## src/hw/rtl/fswf_pkg.sv

```systemverilog
// fswf_pkg: shared widths, mode codes, payload and stage types for the
// five-sample window filter; depends on nothing else
`timescale 1ns / 1ps

package fswf_pkg;

    // field widths (Q23.8 values, unsigned timestamps)
    localparam int VALUE_WIDTH = 32;
    localparam int TIME_WIDTH  = 31;

    // window geometry
    localparam int TAPS        = 5;
    localparam int CENTER      = 2;
    localparam int MAX_RESULTS = 3;
    localparam int CNT_W       = $clog2(TAPS + 1);

    // deviation 5*x - S and window sum both fit in this signed width
    localparam int DEV_W    = VALUE_WIDTH + 3;
    localparam int SPLIT_LO = (DEV_W + 1) / 2;
    localparam int SPLIT_HI = DEV_W - SPLIT_LO;
    localparam int SQ_W     = 2 * DEV_W + 2;
    localparam int PROD_W   = 2 * DEV_W;

    // mean: |S| / 5 as |S| * ceil(2^MEAN_SHIFT / 5) >> MEAN_SHIFT, exact for all sums
    localparam int MEAN_SHIFT = VALUE_WIDTH + 5;
    localparam logic [MEAN_SHIFT:0] MEAN_POW = {1'b1, {MEAN_SHIFT{1'b0}}};
    localparam logic [MEAN_SHIFT:0] MEAN_RECIP_FULL =
        (MEAN_POW + (MEAN_SHIFT + 1)'(TAPS - 1)) / (MEAN_SHIFT + 1)'(TAPS);
    localparam logic [DEV_W-1:0]    MEAN_RECIP = MEAN_RECIP_FULL[DEV_W-1:0];
    localparam logic [SPLIT_LO-1:0] RECIP_LO   = MEAN_RECIP[SPLIT_LO-1:0];
    localparam logic [SPLIT_HI-1:0] RECIP_HI   = MEAN_RECIP[DEV_W-1:SPLIT_LO];

    // filter mode codes
    typedef logic [1:0] mode_t;
    localparam mode_t MODE_OUTLIER = 2'd0;
    localparam mode_t MODE_MEDIAN  = 2'd1;
    localparam mode_t MODE_MEAN    = 2'd2;

    typedef logic [TIME_WIDTH-1:0]         stamp_t;
    typedef logic signed [VALUE_WIDTH-1:0] value_t;

    typedef struct packed {
        stamp_t sample_time;
        value_t sample_value;
        logic   end_of_stream;
    } in_item_t;

    typedef struct packed {
        stamp_t out_time;
        value_t out_value;
        logic   run_last;
    } out_item_t;

    // per-item context carried down the pipeline
    typedef struct packed {
        logic [CNT_W-1:0] seen;
        logic             eos;
        mode_t            mode;
        stamp_t           t_center;
        stamp_t           t_prev;
        stamp_t           t_new;
        value_t           v_center;
        value_t           v_prev;
        value_t           v_new;
        value_t           med;
    } ctx_t;

    // window snapshot handed from the window register to the arithmetic
    typedef struct packed {
        value_t [TAPS-1:0] vals;
        ctx_t              ctx;
    } win_item_t;

    // arithmetic results handed to the result stage
    typedef struct packed {
        ctx_t            ctx;
        logic [SQ_W-1:0] dev_total;
        logic [SQ_W-1:0] dev_center;
        value_t          mean;
    } stats_t;

endpackage

```

## src/hw/rtl/fswf_window.sv

```systemverilog
// fswf_window: sliding window taps, sample count and the input register
// that feeds the arithmetic pipeline; depends on fswf_pkg
`timescale 1ns / 1ps

module fswf_window (
    input  logic                aclk,
    input  logic                aresetn,
    input  logic                s_valid,
    output logic                s_ready,
    input  fswf_pkg::in_item_t  s_data,
    input  fswf_pkg::mode_t     filter_mode,
    output logic                win_valid,
    input  logic                win_ready,
    output fswf_pkg::win_item_t win_data
);
    import fswf_pkg::*;

    // only the center tap and newer ever report a timestamp
    localparam int KEEP_T = TAPS - CENTER;

    value_t           tap_value_reg [TAPS];
    stamp_t           tap_time_reg  [KEEP_T];
    value_t           value_next    [TAPS];
    stamp_t           time_next     [KEEP_T];
    logic [CNT_W-1:0] seen_reg;
    logic [CNT_W-1:0] seen_next;
    logic             out_valid_reg;
    win_item_t        out_data_reg;
    win_item_t        out_data_next;
    logic             take;

    // input register frees up when empty or drained downstream
    assign s_ready = !out_valid_reg || win_ready;
    assign take    = s_valid && s_ready;

    // shift the new sample in at the newest tap
    always_comb begin
        for (int i = 0; i < TAPS - 1; i++) begin
            value_next[i] = tap_value_reg[i + 1];
        end
        value_next[TAPS - 1] = s_data.sample_value;
        for (int i = 0; i < KEEP_T - 1; i++) begin
            time_next[i] = tap_time_reg[i + 1];
        end
        time_next[KEEP_T - 1] = s_data.sample_time;
    end

    // count saturates at a full window
    assign seen_next = (seen_reg == CNT_W'(TAPS)) ? seen_reg : seen_reg + 1'b1;

    // snapshot of the shifted window for the pipeline
    always_comb begin
        for (int i = 0; i < TAPS; i++) begin
            out_data_next.vals[i] = value_next[i];
        end
        out_data_next.ctx.seen     = seen_next;
        out_data_next.ctx.eos      = s_data.end_of_stream;
        out_data_next.ctx.mode     = filter_mode;
        out_data_next.ctx.t_center = time_next[0];
        out_data_next.ctx.t_prev   = time_next[KEEP_T - 2];
        out_data_next.ctx.t_new    = time_next[KEEP_T - 1];
        out_data_next.ctx.v_center = value_next[CENTER];
        out_data_next.ctx.v_prev   = value_next[TAPS - 2];
        out_data_next.ctx.v_new    = value_next[TAPS - 1];
        out_data_next.ctx.med      = '0;
    end

    // control: count restarts after end of stream
    always_ff @(posedge aclk) begin
        if (!aresetn) begin
            seen_reg      <= '0;
            out_valid_reg <= 1'b0;
        end else begin
            if (take) begin
                seen_reg <= s_data.end_of_stream ? '0 : seen_next;
            end
            if (take) begin
                out_valid_reg <= 1'b1;
            end else if (win_ready) begin
                out_valid_reg <= 1'b0;
            end
        end
    end

    // taps and input register; taps are not reset, so stale taps are read until overwritten
    always_ff @(posedge aclk) begin
        if (take) begin
            tap_value_reg <= value_next;
            tap_time_reg  <= time_next;
            out_data_reg  <= out_data_next;
        end
    end

    assign win_valid = out_valid_reg;
    assign win_data  = out_data_reg;

`ifndef SYNTHESIS
    a_seen_bounded: assert property (@(posedge aclk) disable iff (!aresetn)
        seen_reg <= CNT_W'(TAPS))
        else $error("sample count above window depth");

    a_eos_restart: assert property (@(posedge aclk) disable iff (!aresetn)
        (s_valid && s_ready && s_data.end_of_stream) |=> (seen_reg == '0))
        else $error("window count not restarted after end of stream");
`endif

endmodule

```

## config.mk

```make
export PLATFORM = sky130hd
export DESIGN_NAME = fswf_window
export DESIGN_NICKNAME = d
export VERILOG_FILES = /design/src/hw/rtl/fswf_pkg.sv /design/src/hw/rtl/fswf_window.sv
export SDC_FILE = /design/constraint.sdc
export NUM_CORES = 1
export LEC_CHECK = 0
export ABC_AREA = 1
export BUFFER_PORTS_ARGS = -buffer_cell sky130_fd_sc_hd__buf_2
export CAP_MARGIN = 40
export CORE_AREA = 2 2 178 180
export CTS_BUF_LIST = sky130_fd_sc_hd__clkbuf_8
export DETAILED_ROUTE_END_ITERATION = 7
export DIE_AREA = 0 0 180 182
export GPL_TIMING_DRIVEN = 0
export PLACE_DENSITY = 0.72
export REMOVE_ABC_BUFFERS = 1
export SYNTH_ARGS = -nofsm -noshare
export SYNTH_HDL_FRONTEND = slang
export SYNTH_SLANG_ARGS = --single-unit
```

## constraint.sdc

```tcl
create_clock -name aclk -period 9.5 [get_ports aclk]
set_clock_uncertainty 0.05 [all_clocks]
set_input_delay 1.9 -clock aclk [delete_from_list [all_inputs] [get_ports aclk]]
set_output_delay 1.9 -clock aclk [all_outputs]
set_load 0.01 [all_outputs]
```

==> impl_metrics.toml <==
[die]
die_y_um = 182
die_w_um = 180
start_util_pct = 33.6
core_area_um2 = 31000
die_area_um2 = 32800
placementRows = 65
io_pins = 459

[cells_and_area]
seq_area_um2 = 7860
drive_above_1_share_pct = 57.8
num_antenna_cells = 0
multi_input_area_um2 = 255
largest_reg_flops = 259
syn_to_final_growth_pct = 11.3
layout.nets = 879
fin_util_pct = 37.4
fillers = 2962

[cts]
cts-root-buf = "clkbuf_8"
cts_tree = "built"
cts_inserted_buffers = 44
insertion_delay_ns = 0.53
htree_levels = 2
cts_resized = 0
cts_sinks = 263
clk_pin_slew_worst_paths_ns = 0.07
holdBufCountCts = 0
cts_buffer_depth = 3
post-cts-setup-buffers = 0

[synth]
netlist_area_um2 = 10400
synth_edf_count = 259
synth_compound_area_share_pct = 0.0960
synth_top_area_cell = "edfxtp_1"
synthMuxAreaShare_pct = 0
synth.avg_cell_area_um2 = 16.8
synth_cell_types = 11
netlist_top_cells_count = "318 x buf_4, 259 x edfxtp_1, 10 x inv_1, 9 x nand2_1, 9 x nor2_1"
synth-async-reset-ratio_pct = 0
synthXorXnorAreaFrac_pct = 0
yosys-top-cells-area = "edfxtp_1 75%, buf_4 23%, dfxtp_1 0.77%"
ys_seq_area_share_pct = 75.4
synth_warnings = 0
synth_top_family_by_area = "buffers and inverters"
synth-seq-cells = 263
synth_ff_type = "edfxtp_1"
synth_fa_ha_area_share_pct = 0.240
syn_inst = 620
synth-simple-area-share_pct = 0.960
yosysTopAreaCellShare_pct = 74.6
yosysMostFrequentCell = "buf_4"

[place]
place.gp.congestion = 0.852
dp_worst_setup_slack_ns = 5.29
io_buffers = 426
dpl.hpwl_um = 15600

[routing]
wirelength_um = 21600
vias = 4861
drt_iter0_drc = 238
wl_per_cell_um = 17.5
first_pass_iters = 4
drt-vias-per-instance = 3.93
ant_nets = 0
drc = 0

[setup_path]
cp_common_cell = "buf_2"
criticalPathCategory = "in -> out"
cp_cell_sequence = "buf_2 > inv_1 > nand2_2 > buf_2"
cp.required_ns = 7.55
critPathLaunchType = "input pin"
cp-end-kind = "output pin"
critical-path-max-stage-delay_ns = 0.14
cp_slowest_cell = "buf_2"
critPathBufInv = 3
critPathTopFamily = "buffers and inverters"
worst_ep_arrival_time_ns = 2.26
path_max_fanout = 4

[global_routing]
grt_pass1_vias = 4577
grt_overflow = 0
grt_first_pass_wirelength_um = 29600
grtUsageTotal_pct = 12.2
antenna_found_initial = 0
grt_max_degree = 122

[sta]
postLayoutSetupSlackWorst_ns = 5.29
period_needed_ns = 4.21
slew_viol_final = 0
max_freq_mhz = 238
hold_violations = 0
relSlewSlack_pct = 56.7
worst_pin_slew_ns = 0.649
rsz0062_at_grt = "false"
setup_viol = 0
final_min_period_over_clock_period_pct = 44.3

[power]
clockPowerShare_pct = 35.1
seqPwrFrac_pct = 56.9
power.share.combinational_pct = 8.0
peakVddDrop_uv = 90.7
power.internal_w = 0.00188
power_leakage_nw = 4.89
power.density_nw_per_um2 = 214
p_switching_w = 0.000601
power.share.switching_pct = 24.3

[status]
status = "completed"

[hold_path]
min_path_type = "reg -> reg"

[run]
drv_cap = 0
-- final timing paths --
check,start,to,slack [ns],depth (start not counted)
setup reg to reg,win_valid,win_data[198],7.23,5
hold reg to reg,win_data[133],win_data[164],0.38,0
setup / recovery,win_ready,s_ready,5.29,4
hold / removal,win_data[133],win_data[164],0.38,0
-- kinds of logic after synthesis --
family	Yosys count
adders and majority gates	2
and+or+nand+nor	24
buffers and inverters	328
other	1
DFF	263
AOI/OAI and AO/OA	2
-- area by class of cell --
cell class                 instances  area share, %
inverter                          10          0.388
tap                              402           4.34
clock buffer                      45           5.34
timing repair buffer             428           18.9
multi-input combinational         60           2.20
sequential                       263           67.8
clock inverter                    30           1.12
-- through the flow --
stage               instances  TNS (ns)  power, W  cell area [µm²]  hold slack [ns]
detailed placement       1163         0   0.00164            10800            0.377
global placement         1161    -96.48   0.00165            10800            0.375
CTS                      1238         0   0.00252            11600            0.383
finish                   1238         0   0.00248            11600            0.384
floorplan                 333         0   0.00151             8150            0.449
global route             1238         0   0.00258            11600            0.400
-- power groups by stage --
stage / clock network [W] / logic [W] / registers, W
floorplan: 0 / 0.0000292 / 0.00149
global placement: 0 / 0.000193 / 0.00145
detailed placement: 0 / 0.000201 / 0.00144
CTS: 0.000906 / 0.000201 / 0.00141
global route: 0.000952 / 0.000212 / 0.00142
finish: 0.000869 / 0.000198 / 0.00141
-- cells in the final DEF (no fill, tap or decap) --
cell type and count:
a21oi_1 2, buf_16 2, buf_2 426, clkbuf_8 45
clkinv_1 8, clkinv_2 4, clkinv_4 1, clkinvlp_4 2
conb_1 32, dfxtp_1 4, edfxtp_1 259, ha_1 2
inv_1 24, inv_8 1, nand2_1 9, nand2_2 2
nand3_1 4, nor2_1 9
-- per-layer routing --
| layer | global-route usage (%) | share of wire [%] | wire (µm) |
|---|---|---|---|
| met5 | 0 | 0 | 0 |
| met3 | 3.83 | 7.9 | 1700 |
| met4 | 5.07 | 2.5 | 545 |
| met1 | 16.2 | 42 | 9040 |
| met2 | 18.4 | 48 | 10300 |
No activity file was read; power rests on OpenSTA's default activity.
