`src/hw/rtl/fswf_pkg.sv`:
```
// fswf_pkg: shared widths, mode codes, payload and stage types for the
// five-sample window filter; depends on nothing else
`timescale 1ns / 1ps

package fswf_pkg;

    // field widths (Q23.8 values, unsigned timestamps)
    localparam int VALUE_WIDTH = 32;
    localparam int TIME_WIDTH  = 31;

    // window geometry
    localparam int TAPS        = 5;
    localparam int CENTER      = 2;
    localparam int MAX_RESULTS = 3;
    localparam int CNT_W       = $clog2(TAPS + 1);

    // deviation 5*x - S and window sum both fit in this signed width
    localparam int DEV_W    = VALUE_WIDTH + 3;
    localparam int SPLIT_LO = (DEV_W + 1) / 2;
    localparam int SPLIT_HI = DEV_W - SPLIT_LO;
    localparam int SQ_W     = 2 * DEV_W + 2;
    localparam int PROD_W   = 2 * DEV_W;

    // mean: |S| / 5 as |S| * ceil(2^MEAN_SHIFT / 5) >> MEAN_SHIFT, exact for all sums
    localparam int MEAN_SHIFT = VALUE_WIDTH + 5;
    localparam logic [MEAN_SHIFT:0] MEAN_POW = {1'b1, {MEAN_SHIFT{1'b0}}};
    localparam logic [MEAN_SHIFT:0] MEAN_RECIP_FULL =
        (MEAN_POW + (MEAN_SHIFT + 1)'(TAPS - 1)) / (MEAN_SHIFT + 1)'(TAPS);
    localparam logic [DEV_W-1:0]    MEAN_RECIP = MEAN_RECIP_FULL[DEV_W-1:0];
    localparam logic [SPLIT_LO-1:0] RECIP_LO   = MEAN_RECIP[SPLIT_LO-1:0];
    localparam logic [SPLIT_HI-1:0] RECIP_HI   = MEAN_RECIP[DEV_W-1:SPLIT_LO];

    // filter mode codes
    typedef logic [1:0] mode_t;
    localparam mode_t MODE_OUTLIER = 2'd0;
    localparam mode_t MODE_MEDIAN  = 2'd1;
    localparam mode_t MODE_MEAN    = 2'd2;

    typedef logic [TIME_WIDTH-1:0]         stamp_t;
    typedef logic signed [VALUE_WIDTH-1:0] value_t;

    typedef struct packed {
        stamp_t sample_time;
        value_t sample_value;
        logic   end_of_stream;
    } in_item_t;

    typedef struct packed {
        stamp_t out_time;
        value_t out_value;
        logic   run_last;
    } out_item_t;

    // per-item context carried down the pipeline
    typedef struct packed {
        logic [CNT_W-1:0] seen;
        logic             eos;
        mode_t            mode;
        stamp_t           t_center;
        stamp_t           t_prev;
        stamp_t           t_new;
        value_t           v_center;
        value_t           v_prev;
        value_t           v_new;
        value_t           med;
    } ctx_t;

    // window snapshot handed from the window register to the arithmetic
    typedef struct packed {
        value_t [TAPS-1:0] vals;
        ctx_t              ctx;
    } win_item_t;

    // arithmetic results handed to the result stage
    typedef struct packed {
        ctx_t            ctx;
        logic [SQ_W-1:0] dev_total;
        logic [SQ_W-1:0] dev_center;
        value_t          mean;
    } stats_t;

endpackage

```
`src/hw/rtl/fswf_result.sv`:
```
// fswf_result: picks the results of one item into three slots and hands
// them out one transfer at a time; depends on fswf_pkg
`timescale 1ns / 1ps

module fswf_result (
    input  logic                aclk,
    input  logic                aresetn,
    input  logic                in_valid,
    output logic                in_ready,
    input  fswf_pkg::stats_t    in_data,
    output logic                m_valid,
    input  logic                m_ready,
    output fswf_pkg::out_item_t m_data
);
    import fswf_pkg::*;

    // slot order is emission order
    localparam int SLOT_CENTER = 0;
    localparam int SLOT_PREV   = 1;
    localparam int SLOT_NEW    = 2;
    localparam int IDX_W       = $clog2(MAX_RESULTS);

    stamp_t                 slot_time_reg  [MAX_RESULTS];
    value_t                 slot_value_reg [MAX_RESULTS];
    stamp_t                 slot_time_next  [MAX_RESULTS];
    value_t                 slot_value_next [MAX_RESULTS];
    logic [MAX_RESULTS-1:0] pend_reg;
    logic [MAX_RESULTS-1:0] pend_next;
    logic [MAX_RESULTS-1:0] pend_rest;
    logic [IDX_W-1:0]       cur_idx;
    logic                   is_last;
    logic                   full;
    logic                   mode_out;
    logic                   drop;
    value_t                 center_value;

    // which results this item produces
    always_comb begin
        full     = (in_data.ctx.seen == CNT_W'(TAPS));
        mode_out = (in_data.ctx.mode == MODE_OUTLIER);
        drop     = (in_data.dev_center > in_data.dev_total);
        pend_next[SLOT_CENTER] = full && ((mode_out && !drop) ||
                                          (in_data.ctx.mode == MODE_MEDIAN) ||
                                          (in_data.ctx.mode == MODE_MEAN));
        pend_next[SLOT_PREV]   = mode_out && in_data.ctx.eos &&
                                 (in_data.ctx.seen >= CNT_W'(TAPS - 1));
        pend_next[SLOT_NEW]    = mode_out &&
                                 ((in_data.ctx.seen <= CNT_W'(CENTER)) || in_data.ctx.eos);
    end

    // value reported at the center time
    always_comb begin
        case (in_data.ctx.mode)
            MODE_MEDIAN: center_value = in_data.ctx.med;
            MODE_MEAN:   center_value = in_data.mean;
            default:     center_value = in_data.ctx.v_center;
        endcase
        slot_time_next[SLOT_CENTER]  = in_data.ctx.t_center;
        slot_value_next[SLOT_CENTER] = center_value;
        slot_time_next[SLOT_PREV]    = in_data.ctx.t_prev;
        slot_value_next[SLOT_PREV]   = in_data.ctx.v_prev;
        slot_time_next[SLOT_NEW]     = in_data.ctx.t_new;
        slot_value_next[SLOT_NEW]    = in_data.ctx.v_new;
    end

    // lowest pending slot goes out first
    always_comb begin
        cur_idx = IDX_W'(MAX_RESULTS - 1);
        for (int i = MAX_RESULTS - 1; i >= 0; i--) begin
            if (pend_reg[i]) cur_idx = IDX_W'(i);
        end
    end

    assign pend_rest = pend_reg & (pend_reg - 1'b1);
    assign is_last   = (pend_rest == '0);
    assign m_valid   = |pend_reg;
    assign in_ready  = !m_valid || (m_ready && is_last);

    always_ff @(posedge aclk) begin
        if (!aresetn) begin
            pend_reg <= '0;
        end else if (in_valid && in_ready) begin
            pend_reg <= pend_next;
        end else if (m_valid && m_ready) begin
            pend_reg <= pend_rest;
        end
    end

    always_ff @(posedge aclk) begin
        if (in_valid && in_ready) begin
            slot_time_reg  <= slot_time_next;
            slot_value_reg <= slot_value_next;
        end
    end

    assign m_data.out_time  = slot_time_reg[cur_idx];
    assign m_data.out_value = slot_value_reg[cur_idx];
    assign m_data.run_last  = is_last;

`ifndef SYNTHESIS
    a_prev_with_new: assert property (@(posedge aclk) disable iff (!aresetn)
        pend_reg[SLOT_PREV] |-> pend_reg[SLOT_NEW])
        else $error("tail flush lost its newest sample");

    a_run_continues: assert property (@(posedge aclk) disable iff (!aresetn)
        (m_valid && m_ready && !m_data.run_last) |=> m_valid)
        else $error("result run ended without a last marker");
`endif

endmodule

```
`config.mk`:
```
export PLATFORM = sky130hd
export DESIGN_NAME = fswf_result
export DESIGN_NICKNAME = d
export VERILOG_FILES = /design/src/hw/rtl/fswf_pkg.sv /design/src/hw/rtl/fswf_result.sv
export SDC_FILE = /design/constraint.sdc
export NUM_CORES = 1
export LEC_CHECK = 0
export ABC_AREA = 1
export BUFFER_PORTS_ARGS = -buffer_cell sky130_fd_sc_hd__buf_2
export CAP_MARGIN = 20
export CORE_AREA = 4 4 182 184
export CTS_CLUSTER_SIZE = 28
export DETAILED_ROUTE_END_ITERATION = 8
export DIE_AREA = 0 0 186 188
export GPL_ROUTABILITY_DRIVEN = 0
export GPL_TIMING_DRIVEN = 0
export SKIP_CTS_REPAIR_TIMING = 1
export SLEW_MARGIN = 20
export SYNTH_ARGS = -nofsm -noshare
export SYNTH_HDL_FRONTEND = slang
export SYNTH_SLANG_ARGS = --single-unit
export TNS_END_PERCENT = 30
```
`constraint.sdc`:
```
create_clock -name aclk -period 4.7 [get_ports aclk]
set_input_delay 0.94 -clock aclk [delete_from_list [all_inputs] [get_ports aclk]]
set_output_delay 0.94 -clock aclk [all_outputs]
set_load 0.02 [all_outputs]
```
==> impl_metrics.py, run 1 <==
metrics = {
    "power_and_ir_drop": {
        "p_leak_nw": 6.36,
        "ir_drop_mv": 0.250,
        "powerDensity_nw_per_um2": 326,
        "finalPower_mw": 4.29,
    },
    "synthesis": {
        "seq_area_frac_synth_pct": 59.2,
        "synthesis.nets": 1474,
        "avgSynthCellArea_um2": 9.77,
        "synth_largest_area_cell": "edfxtp_1",
        "syn-instance-count": 992,
        "ys_top_cells_by_area": "edfxtp_1 59%, nand2_1 14%, ha_1 9.7%",
        "synth_seq_cells": 192,
        "synth_warnings": 0,
        "netlist.area_leader.share_pct": 58.6,
        "syn_area_um2": 9690,
        "yosysUniqueCellTypes": 24,
    },
    "sta": {
        "layout_min_cycle_time_ns": 3.49,
        "rsz0062_at_grt": "false",
        "slew_headroom_pct": 38.6,
        "worst_pin_slew_ns": 0.918,
        "hold_violations": 0,
        "fmax_mhz": 287,
        "slew_violations": 0,
        "holdWs_ns": 0.494,
        "fin_skew_ns": 0.0122,
        "setup_viol": 0,
        "finalCritPeriodShare_pct": 74.2,
    },
    "grt": {
        "top_usage_layer": "met2",
        "grt_util_met2_pct": 28.9,
        "grt.overflow.total": 0,
        "grt_pass1_vias": 8417,
        "grt_util_met3_pct": 5.32,
        "grt_usage_pct": 17.0,
        "grt_first_pass_wirelength_um": 45100,
        "grt_max_degree": 101,
        "gr-usage-met1_pct": 19.4,
        "antenna_found_initial": 9,
    },
    "layout": {
        "layout_common_cells": "472 x buf_2, 359 x nand2_1, 189 x edfxtp_1",
        "multi_input_area_um2": 3400,
        "area_growth_pct": 35.7,
        "drive_above_1_share_pct": 34.4,
        "finalNonFillerCells": 1904,
        "final_common_cell": "buf_2",
        "fillCellCount": 3142,
        "largest_reg_flops": 96,
        "layout.nets": 1966,
        "final-seq-area_um2": 5740,
    },
    "die": {
        "die_h_um": 188,
        "core_um2": 31400,
        "initial_core_util_pct": 30.9,
        "die_w_um": 186,
        "die-area_um2": 35000,
        "rows": 65,
        "design.portCount": 473,
    },
    "clock_network": {
        "htreeDepth": 4,
        "cts_inserted_buffers": 17,
        "clockRootBuffer": "clkbuf_16",
        "clock_latency_ns": 0.44,
        "max-clock-path-buffers": 2,
        "cts_tree": "done",
        "clk_pin_slew_ns": 0.08,
        "clock-sinks": 192,
    },
    "placed_design": {
        "dpl.hpwl_um": 25700,
        "dp.cells": 1867,
        "numPortBuffers": 472,
    },
    "critical_path": {
        "worstSetupEndpointType": "output port",
        "start_kind": "flop",
        "cp_cell_sequence": "inv_1 > nor2_1 > clkbuf_1 > nand2_1 > nand3_1 > buf_2",
        "required_ns": 3.76,
        "crit_buf_inv": 3,
        "slowest_delay_ns": 0.69,
        "cp.arrival_ns": 2.55,
        "critPathKind": "flop to output port",
        "worst_path_max_delay_cell": "nor2_1",
        "crit_family": "simple AND/OR/NAND/NOR gates",
        "worstPathMaxFanout": 10,
    },
    "run_status": {
        "status": "completed",
    },
    "routing": {
        "final_antenna_net_count": 0,
        "remaining_drc_errors": 0,
        "drt_pass1_iterations": 4,
        "drt-total-wl_um": 31200,
        "vias": 8429,
        "wl_per_cell_um": 16.4,
        "drt_iter0_drc": 280,
        "viasPerCell": 4.43,
    },
    "run": {
        "max_cap_violations": 0,
    },
    "worst_hold_path": {
        "holdCritPathClass": "flop to flop",
    },
}
-- final timing paths --
check	from	end	slack (ns)	cells past startpoint
max	pend_reg[1]	m_data[17]	1.21	6
min	pend_reg[2]	pend_reg[2]	0.49	2
max reg2reg	pend_reg[0]	slot_time_reg[59]	2.36	8
min reg2reg	pend_reg[2]	pend_reg[2]	0.49	2
-- Yosys cell counts --
cell type	n
nand2_1	359
edfxtp_1	189
inv_1	110
ha_1	75
nand3_1	68
nor2_1	59
a31oi_1	33
clkbuf_1	33
a21oi_1	30
nand4_1	6
a21o_1	4
nor2_2	4
and2_1	3
dfxtp_1	3
o21a_1	3
buf_1	2
inv_2	2
o21ai_0	2
o21ai_1	2
buf_4	1
nand2_2	1
nor2_4	1
nor4_2	1
o211ai_1	1
-- layout make-up --
cell class / instances / area share (%)
multi-input combinational: 652 / 25.8
tap: 402 / 3.82
antenna: 5 / 0.0951
buffer: 36 / 1.06
sequential: 192 / 43.6
inverter: 112 / 3.25
timing repair buffer: 473 / 18.2
clock inverter: 15 / 0.951
clock buffer: 17 / 3.23
-- stage by stage --
stage               cell area, µm²  util (%)  worst slack (ns)  setup TNS [ns]
floorplan                     9690         -             0.810               0
global placement             12600      40.0            -0.131          -0.246
detailed placement           12600      40.1              1.50               0
CTS                          13100      41.9             0.990               0
global route                 13200      41.9             0.932               0
finish                       13200      41.9              1.21               0
-- power breakdown --
part / total, mW / internal [mW] / switching (mW)
clock: 1.39 / 0.696 / 0.694
sequential: 2.08 / 2.05 / 0.0350
combinational: 0.816 / 0.314 / 0.502
total: 4.29 / 3.05 / 1.23
-- logic make-up after synthesis --
group           Yosys count  share of synthesized area, %
simple gates            502                          20.9
flops                   192                          59.2
buf+inv                 148                          5.77
compound gates           75                          4.51
fa+ha+maj                75                          9.68
-- worst reg2reg max path, cell delays in order, from the launching register on --
cell and delay, ns:
dfxtp_1 0.33, nor2_2 0.16, inv_2 0.05, nor2_2 0.11, nor2_1 0.10, nor2_4 0.10
nand2_2 0.11, inv_8 0.51, buf_16 0.42
-- per-layer routing --
| layer | wire length [µm] | vias up |
|---|---|---|
| li1 | - | 4302 |
| met1 | 12200 | 3769 |
| met2 | 15500 | 300 |
| met3 | 2480 | 50 |
| met4 | 955 | 8 |
| met5 | 47 | - |
Power figures use the tool's default switching activity.
==> inputs of run 2 (changes only) <==
- ABC_AREA: 1 -> 0
- clock period: 4.7 -> 3.35 ns (I/O delays scaled with it)
==> run 2 against run 1 <==
Effect of this change: clock-buffer cell count increased by 5; clock power increased by 47%; critical path depth unchanged; register-to-register slack got worse by 1.3 ns; cell count decreased by 10%; global-route usage increased by 0.38 points; critical path type unchanged; sequential share of layout area about the same; via count decreased by 4.8%; first-iteration DRC count increased by 8.2%; sequential power increased by 38%; highest routed layer unchanged; clock skew increased by 0.0040 ns.
==> impl_metrics.py, run 2 <==
metrics = {
    "routing": {
        "viasPerCell": 4.69,
        "vias": 8024,
        "drt_iter0_drc": 303,
        "remaining_drc_errors": 0,
        "final_antenna_net_count": 0,
        "drt-total-wl_um": 31500,
        "wl_per_cell_um": 18.4,
        "drt_pass1_iterations": 6,
    },
    "grt": {
        "grt_usage_pct": 17.4,
        "antenna_found_initial": 2,
        "grt_first_pass_wirelength_um": 45800,
        "grt.overflow.total": 0,
        "grt_max_degree": 61,
        "grt_pass1_vias": 8482,
    },
    "power_and_ir_drop": {
        "ir_drop_mv": 0.516,
        "p_leak_nw": 5.79,
        "powerDensity_nw_per_um2": 438,
        "finalPower_mw": 5.77,
    },
    "layout": {
        "final_common_cell": "buf_2",
        "drive_above_1_share_pct": 39.4,
        "finalNonFillerCells": 1711,
        "layout.nets": 1778,
        "fillCellCount": 3057,
        "layout_common_cells": "477 x buf_2, 189 x edfxtp_1, 79 x nand2_1",
        "largest_reg_flops": 96,
        "area_growth_pct": 36.6,
        "final_util_pct": 41.9,
        "final_area_um2": 13200,
    },
    "sta": {
        "hold_violations": 0,
        "layout_min_cycle_time_ns": 3.03,
        "slew_violations": 0,
        "setup_slack_ns": 0.325,
        "slew_headroom_pct": 43.3,
        "fin_skew_ns": 0.0161,
        "finalCritPeriodShare_pct": 90.3,
        "fmax_mhz": 331,
        "setup_viol": 0,
        "worst_pin_slew_ns": 0.850,
        "rsz0062_at_grt": "false",
    },
    "die": {
        "initial_core_util_pct": 30.7,
        "die_w_um": 186,
        "rows": 65,
        "design.portCount": 473,
        "die-area_um2": 35000,
        "core_um2": 31400,
        "die_h_um": 188,
    },
    "synthesis": {
        "avgSynthCellArea_um2": 12.0,
        "synth_edf_count": 189,
        "synthArstFlopShare_pct": 0,
        "ys_top_cells_by_area": "edfxtp_1 59%, ha_1 9.7%, mux2i_1 6.5%",
        "synth_seq_cells": 192,
        "synth_warnings": 0,
        "synth.most_common_cell": "edfxtp_1",
        "syn-instance-count": 803,
        "ys.flop_type": "edfxtp_1",
        "syn_area_um2": 9640,
        "synth_largest_area_cell": "edfxtp_1",
        "synth_commonest_cells": "189 x edfxtp_1, 79 x nand2_1, 75 x ha_1, 75 x inv_1, 72 x o21ai_0",
        "seq_area_frac_synth_pct": 59.5,
        "netlist.area_leader.share_pct": 58.9,
        "yosysUniqueCellTypes": 48,
        "synthesis.nets": 1285,
    },
    "critical_path": {
        "critPathKind": "flop to output port",
        "start_kind": "flop",
        "required_ns": 2.68,
        "cp.arrival_ns": 2.36,
        "worstPathMaxFanout": 10,
        "worstSetupEndpointType": "output port",
    },
    "clock_network": {
        "clockRootBuffer": "clkbuf_16",
        "cts_inserted_buffers": 17,
        "max-clock-path-buffers": 2,
        "clk_pin_slew_ns": 0.07,
        "cts_tree": "done",
        "htreeDepth": 4,
        "clock_latency_ns": 0.45,
        "clock-sinks": 192,
    },
    "worst_hold_path": {
        "holdCritPathClass": "primary input to flop",
    },
    "placed_design": {
        "dp.cells": 1680,
        "dpl.hpwl_um": 25800,
        "pre_cts_ws_ns": 0.588,
        "post_dp_cell_area_um2": 12600,
        "numPortBuffers": 472,
    },
    "run_status": {
        "status": "completed",
    },
    "run": {
        "max_cap_violations": 0,
    },
}
==> run 2: metal layers <==
metal,track usage (%),share of wire (%)
met5,0,0.054
met4,6.92,3.5
met3,5.49,8.3
met2,30.3,50
met1,19.6,38
==> run 2: cells by family after synthesis <==
logic type | share of synthesized area, %
AOI/OAI and AO/OA | 11.7
DFF | 59.5
and+or+nand+nor | 7.90
buffers and inverters | 4.67
adders and majority gates | 9.73
muxes | 6.54
==> run 2: worst max-delay path: stages, from the launching register on <==
cell and delay, ns:
dfxtp_1 0.31, buf_2 0.21, buf_2 0.36, buf_2 0.37
mux2i_1 0.29, o21ai_0 0.13, buf_2 0.23
==> run 2: worst paths after layout <==
path                startpoint                end  slack [ns]  depth (start not counted)
setup / recovery   pend_reg[1]         m_data[31]        0.32                          6
hold / removal    in_data[308]   slot_time_reg[4]        0.40                          1
setup reg to reg   pend_reg[0]  slot_value_reg[3]        1.04                          6
hold reg to reg    pend_reg[2]        pend_reg[2]        0.60                          1
==> run 2: through the flow <==
step | TNS [ns] | hold slack (ns)
after floorplan | 0 | 0.531
after global placement | -24.40 | 0.601
after detailed placement | 0 | 0.607
after CTS | 0 | 0.364
after global routing | 0 | 0.361
final | 0 | 0.396
==> run 2: area by class of cell <==
| class | instances | area [µm²] | area share (%) |
|---|---|---|---|
| Sequential cell | 192 | 5740 | 43.6 |
| Multi-Input combinational cell | 497 | 3460 | 26.3 |
| Timing Repair Buffer | 475 | 2440 | 18.6 |
| Tap cell | 402 | 503 | 3.82 |
| Clock buffer | 22 | 444 | 3.37 |
| Inverter | 75 | 282 | 2.14 |
| Buffer | 38 | 165 | 1.25 |
| Clock inverter | 9 | 135 | 1.03 |
| Antenna cell | 1 | 2.50 | 0.0190 |
==> run 2: power breakdown <==
group          internal [mW]  leakage, nW  switching [mW]  total [mW]
Sequential              2.82         1.87          0.0386        2.86
Clock                   1.17        0.272           0.872        2.04
Combinational          0.380         3.64           0.483       0.863
==> inputs of run 3 (changes only) <==
- ABC_AREA: 0 -> 1
==> run 3 against run 2 <==
Effect of this change: sequential power rose by 2%; largest cell class unchanged; highest routed layer unchanged; clock power barely moved; power rose by 6.4%; sequential cell count did not move; critical endpoint is now m_data[13]; sequential share of layout area fell by 0.13 points; clock-buffer cell count fell by 5; global-route usage fell by 0.29 points; routed wire length fell by 1.5%; via count rose by 5.9%.
==> impl_metrics.py, run 3 (synthesis gave the netlist of run 1 again) <==
metrics = {
    "sta": {
        "fmax_mhz": 333,
        "hold_violations": 0,
        "layout_min_cycle_time_ns": 3.00,
        "slew_violations": 0,
        "rsz0062_at_grt": "false",
        "setup_viol": 0,
        "tns_ns": 0,
        "worst_pin_slew_ns": 0.716,
        "finalCritPeriodShare_pct": 89.6,
        "fin_skew_ns": 0.00992,
        "slew_headroom_pct": 52.3,
    },
    "critical_path": {
        "critPathKind": "flop to output port",
        "ff2ff_path_depth": 8,
        "cp.arrival_ns": 2.33,
        "worstSetupEndpointType": "output port",
        "reg2reg_to": "slot_time_reg[21]",
        "r2r_start": "pend_reg[0]",
        "reg2reg_slack_ns": 1.11,
        "start_kind": "flop",
        "required_ns": 2.68,
        "worstPathMaxFanout": 10,
    },
    "layout": {
        "area_growth_pct": 36.3,
        "final-seq-area_um2": 5740,
        "fillCellCount": 3128,
        "drive_above_1_share_pct": 34.5,
        "finalNonFillerCells": 1902,
        "largest_reg_flops": 96,
        "layout_common_cells": "472 x buf_2, 359 x nand2_1, 189 x edfxtp_1",
        "multi_input_area_um2": 3400,
        "layout.nets": 1966,
        "final_common_cell": "buf_2",
    },
    "grt": {
        "antenna_found_initial": 7,
        "grt_first_pass_wirelength_um": 45100,
        "grt_pass1_vias": 8446,
        "grt_usage_pct": 17.1,
        "grt.overflow.total": 0,
        "grt_max_degree": 129,
    },
    "routing": {
        "wl_per_cell_um": 16.3,
        "final_antenna_net_count": 0,
        "vias": 8501,
        "drt-total-wl_um": 31100,
        "remaining_drc_errors": 0,
        "drt_iter0_drc": 319,
        "drt_pass1_iterations": 5,
        "viasPerCell": 4.47,
    },
    "clock_network": {
        "clock_latency_ns": 0.44,
        "clockRootBuffer": "clkbuf_16",
        "max-clock-path-buffers": 2,
        "cts_tree": "done",
        "htreeDepth": 4,
        "clk_pin_slew_ns": 0.08,
        "clock-sinks": 192,
        "cts_inserted_buffers": 17,
    },
    "worst_hold_path": {
        "whs_path_depth": 1,
        "hold_start": "in_data[223]",
        "min_to": "slot_value_reg[15]",
        "holdCritPathClass": "primary input to flop",
    },
    "die": {
        "core_um2": 31400,
        "die-area_um2": 35000,
        "design.portCount": 473,
        "die_w_um": 186,
        "initial_core_util_pct": 30.9,
        "rows": 65,
        "die_h_um": 188,
    },
    "run": {
        "max_cap_violations": 0,
    },
    "placed_design": {
        "dp.cells": 1867,
        "numPortBuffers": 472,
        "dpl.hpwl_um": 25600,
    },
    "power_and_ir_drop": {
        "ir_drop_mv": 0.349,
        "powerDensity_nw_per_um2": 465,
        "finalPower_mw": 6.14,
        "p_leak_nw": 6.38,
    },
    "run_status": {
        "status": "completed",
    },
}
[run 3: changes by cell type in the layout (fill, tap and decap cells not counted), moves of 33 or more]
cell | previous run | this run
o21ai_0 | 72 | 2
inv_1 | 75 | 110
mux2i_1 | 63 | 0
a31oi_1 | 0 | 33
nand3_1 | 10 | 68
nand2_1 | 79 | 359
[run 3: metal layers]
layer | global-route usage [%] | share of wire (%)
met1 | 19.9 | 40
met2 | 29.4 | 49
met3 | 4.87 | 7.6
met4 | 6.87 | 3.0
met5 | 0 | 0.13
[run 3: per-stage QoR]
| step | setup slack [ns] | utilization, % | hold slack (ns) | instance area (µm²) |
|---|---|---|---|---|
| 5_1_grt | 0.147 | 42.1 | 0.359 | 13200 |
| 3_5_place_dp | 0.471 | 40.1 | 0.490 | 12600 |
| 4_1_cts | -0.0278 | 42.0 | 0.361 | 13200 |
| 2_1_floorplan | 0.576 | - | 0.465 | 9690 |
| 6_report | 0.349 | 42.1 | 0.392 | 13200 |
| 3_3_place_gp | -0.0111 | 40.0 | 0.480 | 12600 |
[run 3: critical path, stage by stage, from the launching register on]
cell and delay, ns:
dfxtp_1 0.39, clkbuf_1 0.49, clkbuf_1 0.47, nand2_1 0.11, nand3_1 0.21, buf_2 0.21
[run 3: power breakdown]
group	internal [mW]	switching, mW	total, mW
combinational	0.440	0.711	1.15
clock	1.07	1.01	2.07
sequential	2.87	0.0478	2.92
[run 3: cell type report]
class	count	area share, %
plain buffers	36	1.06
inverters	112	3.28
diodes	3	0.0568
repair buffers	473	18.1
clock inverters	15	1.34
well taps	402	3.81
clock buffers	17	3.22
multi-input cells	652	25.7
flip-flops and latches	192	43.4
[run 3: worst max-delay path by stage]
| stage | startpoint | end | slack (ns) | cells after the start |
|---|---|---|---|---|
| global route | pend_reg[0] | m_data[16] | 0.15 | 5 |
| CTS | pend_reg[1] | m_data[13] | -0.03 | 6 |
| floorplan | m_ready | pend_reg[2] | 0.58 | 8 |
| detailed placement | pend_reg[1] | m_data[13] | 0.47 | 6 |
| finish | pend_reg[0] | m_data[13] | 0.35 | 5 |
| global placement | m_ready | pend_reg[2] | -0.01 | 9 |
